File: src/gcbs_ram.sv
// Generic one-write, one-read RAM with registered read data.
module gcbs_ram #(
    parameter int WIDTH = 8,
    parameter int DEPTH = 16
) (
    input  logic                                   clk,
    input  logic                                   wr_en,
    input  logic [(DEPTH > 1 ? $clog2(DEPTH) : 1)-1:0] wr_addr,
    input  logic [WIDTH-1:0]                       wr_data,
    input  logic [(DEPTH > 1 ? $clog2(DEPTH) : 1)-1:0] rd_addr,
    output logic [WIDTH-1:0]                       rd_data
);
    logic [WIDTH-1:0] mem_reg [DEPTH];
    logic [WIDTH-1:0] rd_data_reg;

    // Write port, then registered read
    always_ff @(posedge clk)
    begin
        if (wr_en)
        begin
            mem_reg[wr_addr] <= wr_data;
        end
        rd_data_reg <= mem_reg[rd_addr];
    end

    assign rd_data = rd_data_reg;
endmodule

File: config.mk
export PLATFORM = sky130hd
export DESIGN_NAME = gcbs_ram
export DESIGN_NICKNAME = d
export VERILOG_FILES = /design/src/gcbs_ram.sv
export SDC_FILE = /design/constraint.sdc
export NUM_CORES = 1
export LEC_CHECK = 0
export ABC_AREA = 1
export BUFFER_PORTS_ARGS = -buffer_cell sky130_fd_sc_hd__buf_2
export CAP_MARGIN = 20
export CORE_ASPECT_RATIO = 0.7
export CORE_MARGIN = 4
export CORE_UTILIZATION = 35
export CTS_CLUSTER_DIAMETER = 50
export CTS_CLUSTER_SIZE = 14
export DETAILED_ROUTE_END_ITERATION = 16
export PLACE_DENSITY = 0.54
export SETUP_SLACK_MARGIN = 0.3
export SYNTH_ARGS = -nofsm -noshare
export SYNTH_HDL_FRONTEND = slang
export SYNTH_SLANG_ARGS = --single-unit
File: constraint.sdc
create_clock -name clk -period 2.7 [get_ports clk]
set_input_delay 0.27 -clock clk [delete_from_list [all_inputs] [get_ports clk]]
set_output_delay 0.27 -clock clk [all_outputs]
set_load 0.005 [all_outputs]
* Word-level counts from Yosys, hierarchy flattened
Memories as Yosys holds them, arrays and structs flattened. A register that Yosys moved wholly into a read port is not among the register bits. Cells that the tools add are included.
Cells by class: muxes and demuxes 2
Operators with widths (count):
- 1-bit 2-to-1 mux | 2
Storage, ports and cells: bits in registers 0, memory bits (writable) 128, output and inout bits 8, memories kept 1
Memories:
- mem_reg | words 16, bits a word 8, read ports 1, clocked after memory_dff 1, write ports 1, line 13 | logic [WIDTH-1:0] mem_reg [DEPTH];

* Logic depth before layout (Yosys ltp)
Gate-level depths: netlist of the first run.
depth in word-level cells 2, gate-level depth with buffers 8, gate-level depth less buffers 7

* Least setup slack after synthesis of the first run
OpenSTA, ideal clock, no wires.
path kind input to register, start input wr_addr[2] (netlist name), end memory mem_reg[10][0], enable pin, data arrival time 0.851 ns, data required time 2.330 ns, path slack 1.479 ns, cell stages on the path 2, buffers on the path 0, cell sequence nand3b_1 nor2_1
RTL lines:
- start: declaration | line 8 | input logic [(DEPTH > 1 ? $clog2(DEPTH) : 1)-1:0] wr_addr,
- end: declaration | line 13
No word-level cell before the write port.

* Worst setup path after layout of the first run
start input wr_addr[3] (netlist name), end memory mem_reg[6][6], enable pin
No word-level cell before the write port.

==> results of run 1 <==
## cells in the mapped netlist (all sizes together)
cell type and n:
nand2 173, edfxtp 128, inv 102, nand3 97
buf 24, nor2 17, dfxtp 8, nand3b 2
## worst paths after layout
path              slack [ns]            end
hold / removal          0.22     rd_data[2]
hold reg to reg         0.67     rd_data[7]
setup / recovery        1.43  mem_reg[6][6]
setup reg to reg        1.65     rd_data[1]
## stage by stage
step | utilization | cells | setup WS, ns | power, W | hold slack [ns]
3_3_place_gp | 0.381 | 775 | 1.02 | 0.00271 | 0.636
2_1_floorplan | - | 551 | 1.48 | 0.00258 | 0.369
3_5_place_dp | 0.381 | 775 | 0.996 | 0.00271 | 0.642
5_1_grt | 0.417 | 807 | 1.33 | 0.00505 | 0.222
4_1_cts | 0.417 | 807 | 1.45 | 0.00492 | 0.209
6_report | 0.417 | 807 | 1.43 | 0.00489 | 0.217
## where the power goes
| part | internal [W] | leakage, nW | switching, W |
|---|---|---|---|
| Clock | 0.00135 | 0.274 | 0.000878 |
| Sequential | 0.00236 | 1.22 | 0.0000206 |
| Combinational | 0.0000768 | 1.31 | 0.000211 |
## metal layers
metal / up-vias / wire [um] / GRT usage / share of wire
met5: - / 0 / 0 / 0
met4: 0 / 143 / 0.0511 / 0.0097
met3: 16 / 1110 / 0.0405 / 0.075
met2: 142 / 5740 / 0.219 / 0.39
met1: 1900 / 7770 / 0.262 / 0.53
li1: 1824 / - / - / -
## area by class of cell
| class | count | area [um2] |
|---|---|---|
| clock buffers | 18 | 429 |
| clock inverters | 14 | 134 |
| fillers | 1507 | 9230 |
| inverters | 102 | 383 |
| multi-input cells | 289 | 1210 |
| flip-flops and latches | 136 | 4000 |
| well taps | 220 | 275 |
| repair buffers | 28 | 160 |
## logic make-up (layout without fill, tap and decap cells)
group | count (synthesis) | in the layout
simple gates | 289 | 289
flops | 136 | 136
buf+inv | 126 | 162
## critical path, stage by stage
cell	delay (ns)
buf_2	0.12
nand3b_1	0.26
nor2_1	0.67
==> flow_metrics.env, run 1 <==
export IMPL_post_cts_buffers=0
export IMPL_syn_inst=551
export IMPL_yosysTopAreaCellShare=0.667
export IMPL_period_share=0.469
export IMPL_antenna_cells=0
export IMPL_powerDensity_nw_per_um2=742
export IMPL_gp_congestion=0.904
export IMPL_fp_dieH_um=115
export IMPL_yosys_area_share_adder=0
export IMPL_skew_ns=0.00653
export IMPL_clk_pin_slew_ns=0.06
export IMPL_avgRoutedWirePerCell_um=18.3
export IMPL_antenna_found_initial=0
export IMPL_synth_area_um2=5770
export IMPL_drt_iter0_markers=417
export IMPL_area_delta_synth_final_pct=14.4
export IMPL_cts_root_buf="clkbuf_16"
export IMPL_synth_compound_area_frac=0
export IMPL_io_buffers=25
export IMPL_final_area_um2=6600
export IMPL_cts_sinks=136
export IMPL_ys_ff_latch=136
export IMPL_grt_remaining_overflow=0
export IMPL_cts_resized=0
export IMPL_synth_top_family_by_area="simple AND/OR/NAND/NOR gates"
export IMPL_vias=3882
export IMPL_finalCriticalPeriod_ns=1.27
export IMPL_synth_xor_area_frac=0
export IMPL_peakVddDrop_mv=0.397
export IMPL_die_w_um=161
export IMPL_viasPerCell=4.81
export IMPL_hpwl_um=9380
export IMPL_p_leak_nw=2.81
export IMPL_reg2reg_depth=6
export IMPL_hold_path_depth=3
export IMPL_fp_dieArea_um2=18600
export IMPL_row_count=38
export IMPL_numCtsBuffers=17
export IMPL_path_class="in2reg"
export IMPL_ant_nets=0
export IMPL_critPathArrivalTime_ns=1.31
export IMPL_muxShareOfSynthArea=0
export IMPL_yosysSeqAreaShare=0.694
export IMPL_clock_latency_ns=0.42
export IMPL_cts_tree="done"
export IMPL_initial_core_util=0.364
export IMPL_placed_area_um2=6040
export IMPL_critPathRequiredTime_ns=2.74
export IMPL_tightest_slew_ns=0.810
export IMPL_startpoint="wr_addr[3]"
export IMPL_yosys_area_top_type="edfxtp_1"
export IMPL_final_common_cell="nand2_1"
export IMPL_gr_usage_all_layers=0.165
export IMPL_drive_above_1_share=0.101
export IMPL_start_kind="input port"
export IMPL_coreArea_um2=15800
export IMPL_finalHoldViolations=0
export IMPL_htreeDepth=4
export IMPL_ctsHoldBuffers=0
export IMPL_drc=0
export IMPL_wl_um=14800
export IMPL_yosys_area_share_simple=0.210
export IMPL_yosysWarnings=0
export IMPL_final_cell_mix="nand2_1 (173), edfxtp_1 (128), inv_1 (100)"
export IMPL_worst_setup_path_end_kind="flop"
export IMPL_fin_nets=592
export IMPL_drv_cap=0
export IMPL_hold_path_class="in2reg"
export IMPL_slew_headroom=0.458
export IMPL_slew_violations=0
export IMPL_synth_fp_nets=569
export IMPL_rsz0062_at_grt="no"
export IMPL_status="finished clean"
export IMPL_synth_cell_types=12
export IMPL_setup_violations=0
export IMPL_grt_max_degree=65
export IMPL_synthTopCellsByArea="edfxtp_1 (67%), nand2_1 (11%), nand3_1 (8.4%)"
export IMPL_avgSynthCellArea_um2=10.5
export IMPL_largest_reg_flops=128
export IMPL_grt_pass1_vias=3708
export IMPL_dr_pass1_iters=5
export IMPL_r2r_start="mem_reg[0][1]"
export IMPL_cts_path_max_buffers=2
export IMPL_max_freq_mhz=790
export IMPL_crit_path_max_fanout=8
export IMPL_grt_pass1_wl_um=22500
export IMPL_io_pins=26
export IMPL_fin_tns_setup_ns=0
export IMPL_hp_start="rd_addr[3]"
No activity file was read; power rests on OpenSTA's default activity.
==> run 2: changes to the inputs <==
- PLACE_DENSITY: 0.54 -> 0.56
- clock period: 2.7 -> 1.1 ns (I/O delays scaled with it)
==> run 2 against run 1 <==
  * Routed wire length is 0.71% lower
  * Sequential power is 150% higher
  * Flip-flop and latch count stayed put
  * Combinational power grew to 3.3 times the previous value
  * Setup slack worse by 1.3 ns
  * Worst hold slack worse by 0.15 ns
  * Utilization is 4.6 points higher
  * Via count is 1.6% higher
  * Largest cell class unchanged
  * First-iteration DRC count is 0.48% higher
==> flow_metrics.env, run 2 (same netlist as run 1, synthesis figures left out) <==
export IMPL_r2r_start="mem_reg[7][7]"
export IMPL_gr_usage_all_layers=0.165
export IMPL_period_share=0.900
export IMPL_numCtsBuffers=17
export IMPL_finalHoldViolations=0
export IMPL_antenna_cells=0
export IMPL_die_w_um=161
export IMPL_ant_nets=0
export IMPL_hp_start="rd_addr[3]"
export IMPL_placed_area_um2=6450
export IMPL_cts_root_buf="clkbuf_16"
export IMPL_cts_tree="done"
export IMPL_final_area_um2=7330
export IMPL_drt_iter0_markers=419
export IMPL_cp_slowest_stage_delay_ns=0.36
export IMPL_rsz0062_at_grt="yes"
export IMPL_area_delta_synth_final_pct=27.2
export IMPL_coreArea_um2=15800
export IMPL_reg2reg_slack_ns=0.13
export IMPL_tightest_slew_ns=0.446
export IMPL_startpoint="rd_data[6]"
export IMPL_fp_dieH_um=115
export IMPL_row_count=38
export IMPL_status="finished clean"
export IMPL_peakVddDrop_mv=1.16
export IMPL_p_leak_nw=3.08
export IMPL_slew_violations=0
export IMPL_initial_core_util=0.364
export IMPL_drc=0
export IMPL_largest_reg_flops=128
export IMPL_crit_path_max_fanout=1
export IMPL_worst_setup_path_end_kind="output port"
export IMPL_critPathRequiredTime_ns=0.99
export IMPL_cp_buffers_inverters=1
export IMPL_clk_pin_slew_ns=0.06
export IMPL_slew_headroom=0.703
export IMPL_grt_pass1_wl_um=22500
export IMPL_hpwl_um=9570
export IMPL_htreeDepth=4
export IMPL_fin_tns_setup_ns=0
export IMPL_gp_congestion=0.884
export IMPL_clock_latency_ns=0.41
export IMPL_io_pins=26
export IMPL_grt_max_degree=40
export IMPL_grt_pass1_vias=3812
export IMPL_drive_above_1_share=0.286
export IMPL_hold_path_class="in2reg"
export IMPL_powerDensity_nw_per_um2=1650
export IMPL_vias=3945
export IMPL_start_kind="flop"
export IMPL_path_class="reg2out"
export IMPL_cts_sinks=136
export IMPL_post_cts_buffers=0
export IMPL_final_cell_mix="nand2_1 (166), edfxtp_1 (128), inv_1 (94)"
export IMPL_setup_violations=0
export IMPL_critPathArrivalTime_ns=0.88
export IMPL_viasPerCell=4.74
export IMPL_fp_dieArea_um2=18600
export IMPL_cp_slowest_cell="dfxtp_4"
export IMPL_io_buffers=25
export IMPL_critical_path_top_delay_family="flip-flops"
export IMPL_avgRoutedWirePerCell_um=17.6
export IMPL_drv_cap=0
export IMPL_antenna_found_initial=0
export IMPL_fin_nets=617
export IMPL_dr_pass1_iters=5
export IMPL_finalCriticalPeriod_ns=0.990
export IMPL_wl_um=14700
export IMPL_cts_path_max_buffers=2
export IMPL_ctsHoldBuffers=0
export IMPL_worstPathCellList="buf_6"
export IMPL_max_freq_mhz=1010
export IMPL_skew_ns=0.00745
export IMPL_grt_remaining_overflow=0
export IMPL_final_common_cell="nand2_1"
[run 2: cell types whose count changed in the layout (fill, tap and decap cells not counted), sizes merged]
cell      delta
buf         +25
clkinv       -7
clkinvlp     +5
inv          +2
bufinv       -1
clkbuf       +1
[run 2: area by class of cell]
type                            instances  area [um2]
Clock inverter                         13         121
Multi-Input combinational cell        289        1620
Inverter                              102         390
Clock buffer                           19         433
Tap cell                              220         275
Fill cell                            1453        8500
Sequential cell                       136        4020
Timing Repair Buffer                   53         477
[run 2: worst paths after layout]
path | endpoint | cells past startpoint
setup / recovery | rd_data[6] | 1
hold / removal | rd_data[4] | 3
setup reg to reg | rd_data[7] | 6
hold reg to reg | rd_data[4] | 6
[run 2: metrics by stage]
| step | util | instances | total power, W | worst slack [ns] | hold slack (ns) |
|---|---|---|---|---|---|
| 6_report | 0.463 | 832 | 0.0121 | 0.110 | 0.0675 |
| 5_1_grt | 0.463 | 832 | 0.0125 | 0.0917 | 0.0676 |
| 4_1_cts | 0.457 | 832 | 0.0122 | 0.0919 | 0.0464 |
| 3_5_place_dp | 0.407 | 800 | 0.00679 | -0.130 | 0.460 |
| 3_3_place_gp | 0.407 | 800 | 0.00678 | -0.122 | 0.472 |
| 2_1_floorplan | - | 551 | 0.00638 | 0.116 | 0.209 |
[run 2: routing by layer]
layer / up-vias / track usage / routed length, um
li1: 1876 / - / -
met2: 138 / 0.234 / 6410
met4: 0 / 0.0494 / 142
met1: 1916 / 0.254 / 7030
met3: 15 / 0.0322 / 1060
met5: - / 0 / 0
[run 2: power by group]
part | switching [W] | total, W | internal, W
combinational | 0.000616 | 0.000949 | 0.000333
sequential | 0.0000572 | 0.00586 | 0.00580
clock | 0.00218 | 0.00531 | 0.00313
[run 2: what timing repair did]
item                                    in CTS  in global routing
pin swaps                                   36                 17
resized for setup                           52                 23
endpoints found under the setup margin      16                 24
==> run 3: changes to the inputs <==
- BUFFER_PORTS_ARGS: -buffer_cell sky130_fd_sc_hd__buf_2 -> -buffer_cell sky130_fd_sc_hd__buf_4
- RECOVER_POWER: not set -> 50
==> run 3 against run 2 <==
  * Largest cell class unchanged
  * Highest routed layer unchanged
  * Largest power group unchanged
  * Clock-buffer cell count fell by 2
  * Critical path depth up 5
  * Final cell count fell by 0.48%
  * Total power increased by 4.0%
  * Clock power is 10% higher
  * First-iteration DRC count is 5.0% lower
==> flow_metrics.env, run 3 (same netlist as run 1, synthesis figures left out) <==
export IMPL_status="finished clean"
export IMPL_avgRoutedWirePerCell_um=17.2
export IMPL_htreeDepth=4
export IMPL_row_count=38
export IMPL_p_leak_nw=3.02
export IMPL_powerDensity_nw_per_um2=1750
export IMPL_ctsHoldBuffers=0
export IMPL_reg2reg_slack_ns=0.1
export IMPL_initial_core_util=0.364
export IMPL_final_cells=828
export IMPL_rsz0062_at_grt="yes"
export IMPL_area_delta_synth_final_pct=25.3
export IMPL_viasPerCell=4.70
export IMPL_hpwl_um=9010
export IMPL_worst_setup_path_end_kind="flop"
export IMPL_critPathRequiredTime_ns=1.39
export IMPL_peakVddDrop_mv=1.11
export IMPL_antenna_found_initial=0
export IMPL_r2r_start="mem_reg[8][5]"
export IMPL_skew_ns=0.00925
export IMPL_cts_path_max_buffers=2
export IMPL_coreArea_um2=15800
export IMPL_ant_nets=0
export IMPL_cts_root_buf="clkbuf_16"
export IMPL_die_w_um=161
export IMPL_io_pins=26
export IMPL_timing_hold_ws_ns=0.0190
export IMPL_fp_dieH_um=115
export IMPL_finalHoldViolations=0
export IMPL_gr_usage_all_layers=0.162
export IMPL_slew_headroom=0.301
export IMPL_hp_start="rd_addr[3]"
export IMPL_numCtsBuffers=17
export IMPL_final_common_cell="nand2_1"
export IMPL_fp_dieArea_um2=18600
export IMPL_cts_sinks=136
export IMPL_wl_um=14200
export IMPL_finalCriticalPeriod_ns=1.00
export IMPL_clock_latency_ns=0.41
export IMPL_crit_path_max_fanout=1
export IMPL_regToRegEndpoint="rd_data[5]"
export IMPL_tightest_slew_ns=1.05
export IMPL_reg2reg_depth=6
export IMPL_path_class="reg2reg"
export IMPL_antenna_cells=0
export IMPL_post_cts_buffers=0
export IMPL_dr_pass1_iters=5
export IMPL_hold_path_class="in2reg"
export IMPL_gp_congestion=0.831
export IMPL_drive_above_1_share=0.220
export IMPL_cts_tree="done"
export IMPL_clk_pin_slew_ns=0.06
export IMPL_vias=3892
export IMPL_drt_iter0_markers=398
export IMPL_start_kind="flop"
export IMPL_critPathArrivalTime_ns=1.30
export IMPL_grt_max_degree=57
export IMPL_dpl_cell_count=797
export IMPL_grt_pass1_vias=3832
export IMPL_fin_nets=614
export IMPL_slew_violations=0
export IMPL_drv_cap=0
export IMPL_max_freq_mhz=998
export IMPL_period_share=0.911
export IMPL_setup_violations=0
export IMPL_final_cell_mix="nand2_1 (167), edfxtp_1 (128), inv_1 (95)"
export IMPL_grt_remaining_overflow=0
export IMPL_holdPathEnd="rd_data[7]"
export IMPL_hold_path_depth=3
export IMPL_largest_reg_flops=128
export IMPL_drc=0
export IMPL_grt_pass1_wl_um=22400
export IMPL_io_buffers=25
## run 3: changes by cell type in the layout (fill, tap and decap cells not counted), sizes merged
cell      previous run  this run
buf                 53        41
bufinv               1         4
clkbuf              19        26
clkinv               3         5
clkinvlp             7         6
inv                104       101
## run 3: worst max path at each step
stage                          end            from
global route            rd_data[5]  mem_reg[10][5]
floorplan           mem_reg[10][0]      wr_addr[2]
global placement        rd_data[4]      rd_addr[0]
CTS                     rd_data[7]      rd_data[7]
detailed placement   mem_reg[0][2]      wr_addr[3]
finish                  rd_data[5]   mem_reg[8][5]
## run 3: repair_timing
item,in CTS,in global routing
resized for setup,38,8
pin swaps,18,3
endpoints found under the setup margin,16,16
## run 3: routing by layer
metal	vias to the layer above	GRT usage	routed length, um
met5	-	0	0
met4	0	0.0494	94
met3	10	0.0387	882
met2	124	0.225	5900
met1	1892	0.251	7350
li1	1866	-	-
## run 3: critical path, cell delays in order, from the launching register on
cell and delay [ns]:
edfxtp_1 0.38, inv_2 0.08, nand2_2 0.05, nand3_1 0.08
nand3_1 0.10, nand3_1 0.10, nand2_1 0.08
## run 3: layout make-up
cell class,count,area (um2)
Clock inverter,14,181
Multi-Input combinational cell,289,1460
Inverter,102,390
Clock buffer,17,425
Fill cell,1443,8610
Sequential cell,136,4020
Timing Repair Buffer,50,472
Tap cell,220,275
## run 3: report_power, final
| part | total (W) | switching, W | internal [W] |
|---|---|---|---|
| logic | 0.000889 | 0.000577 | 0.000312 |
| clock network | 0.00586 | 0.00211 | 0.00375 |
| registers | 0.00586 | 0.0000542 | 0.00580 |
## run 3: metrics by stage
| step | setup TNS, ns | instance area, um2 | utilization | setup WS, ns | power, W |
|---|---|---|---|---|---|
| 4_1_cts | 0 | 7240 | 0.457 | 0.0951 | 0.0127 |
| 6_report | 0 | 7220 | 0.456 | 0.0979 | 0.0126 |
| 2_1_floorplan | 0 | 5910 | - | 0.116 | 0.00638 |
| 5_1_grt | 0 | 7220 | 0.456 | 0.0482 | 0.0130 |
| 3_5_place_dp | -5.37 | 6490 | 0.410 | -0.0985 | 0.00680 |
| 3_3_place_gp | -3.45 | 6490 | 0.410 | -0.103 | 0.00679 |
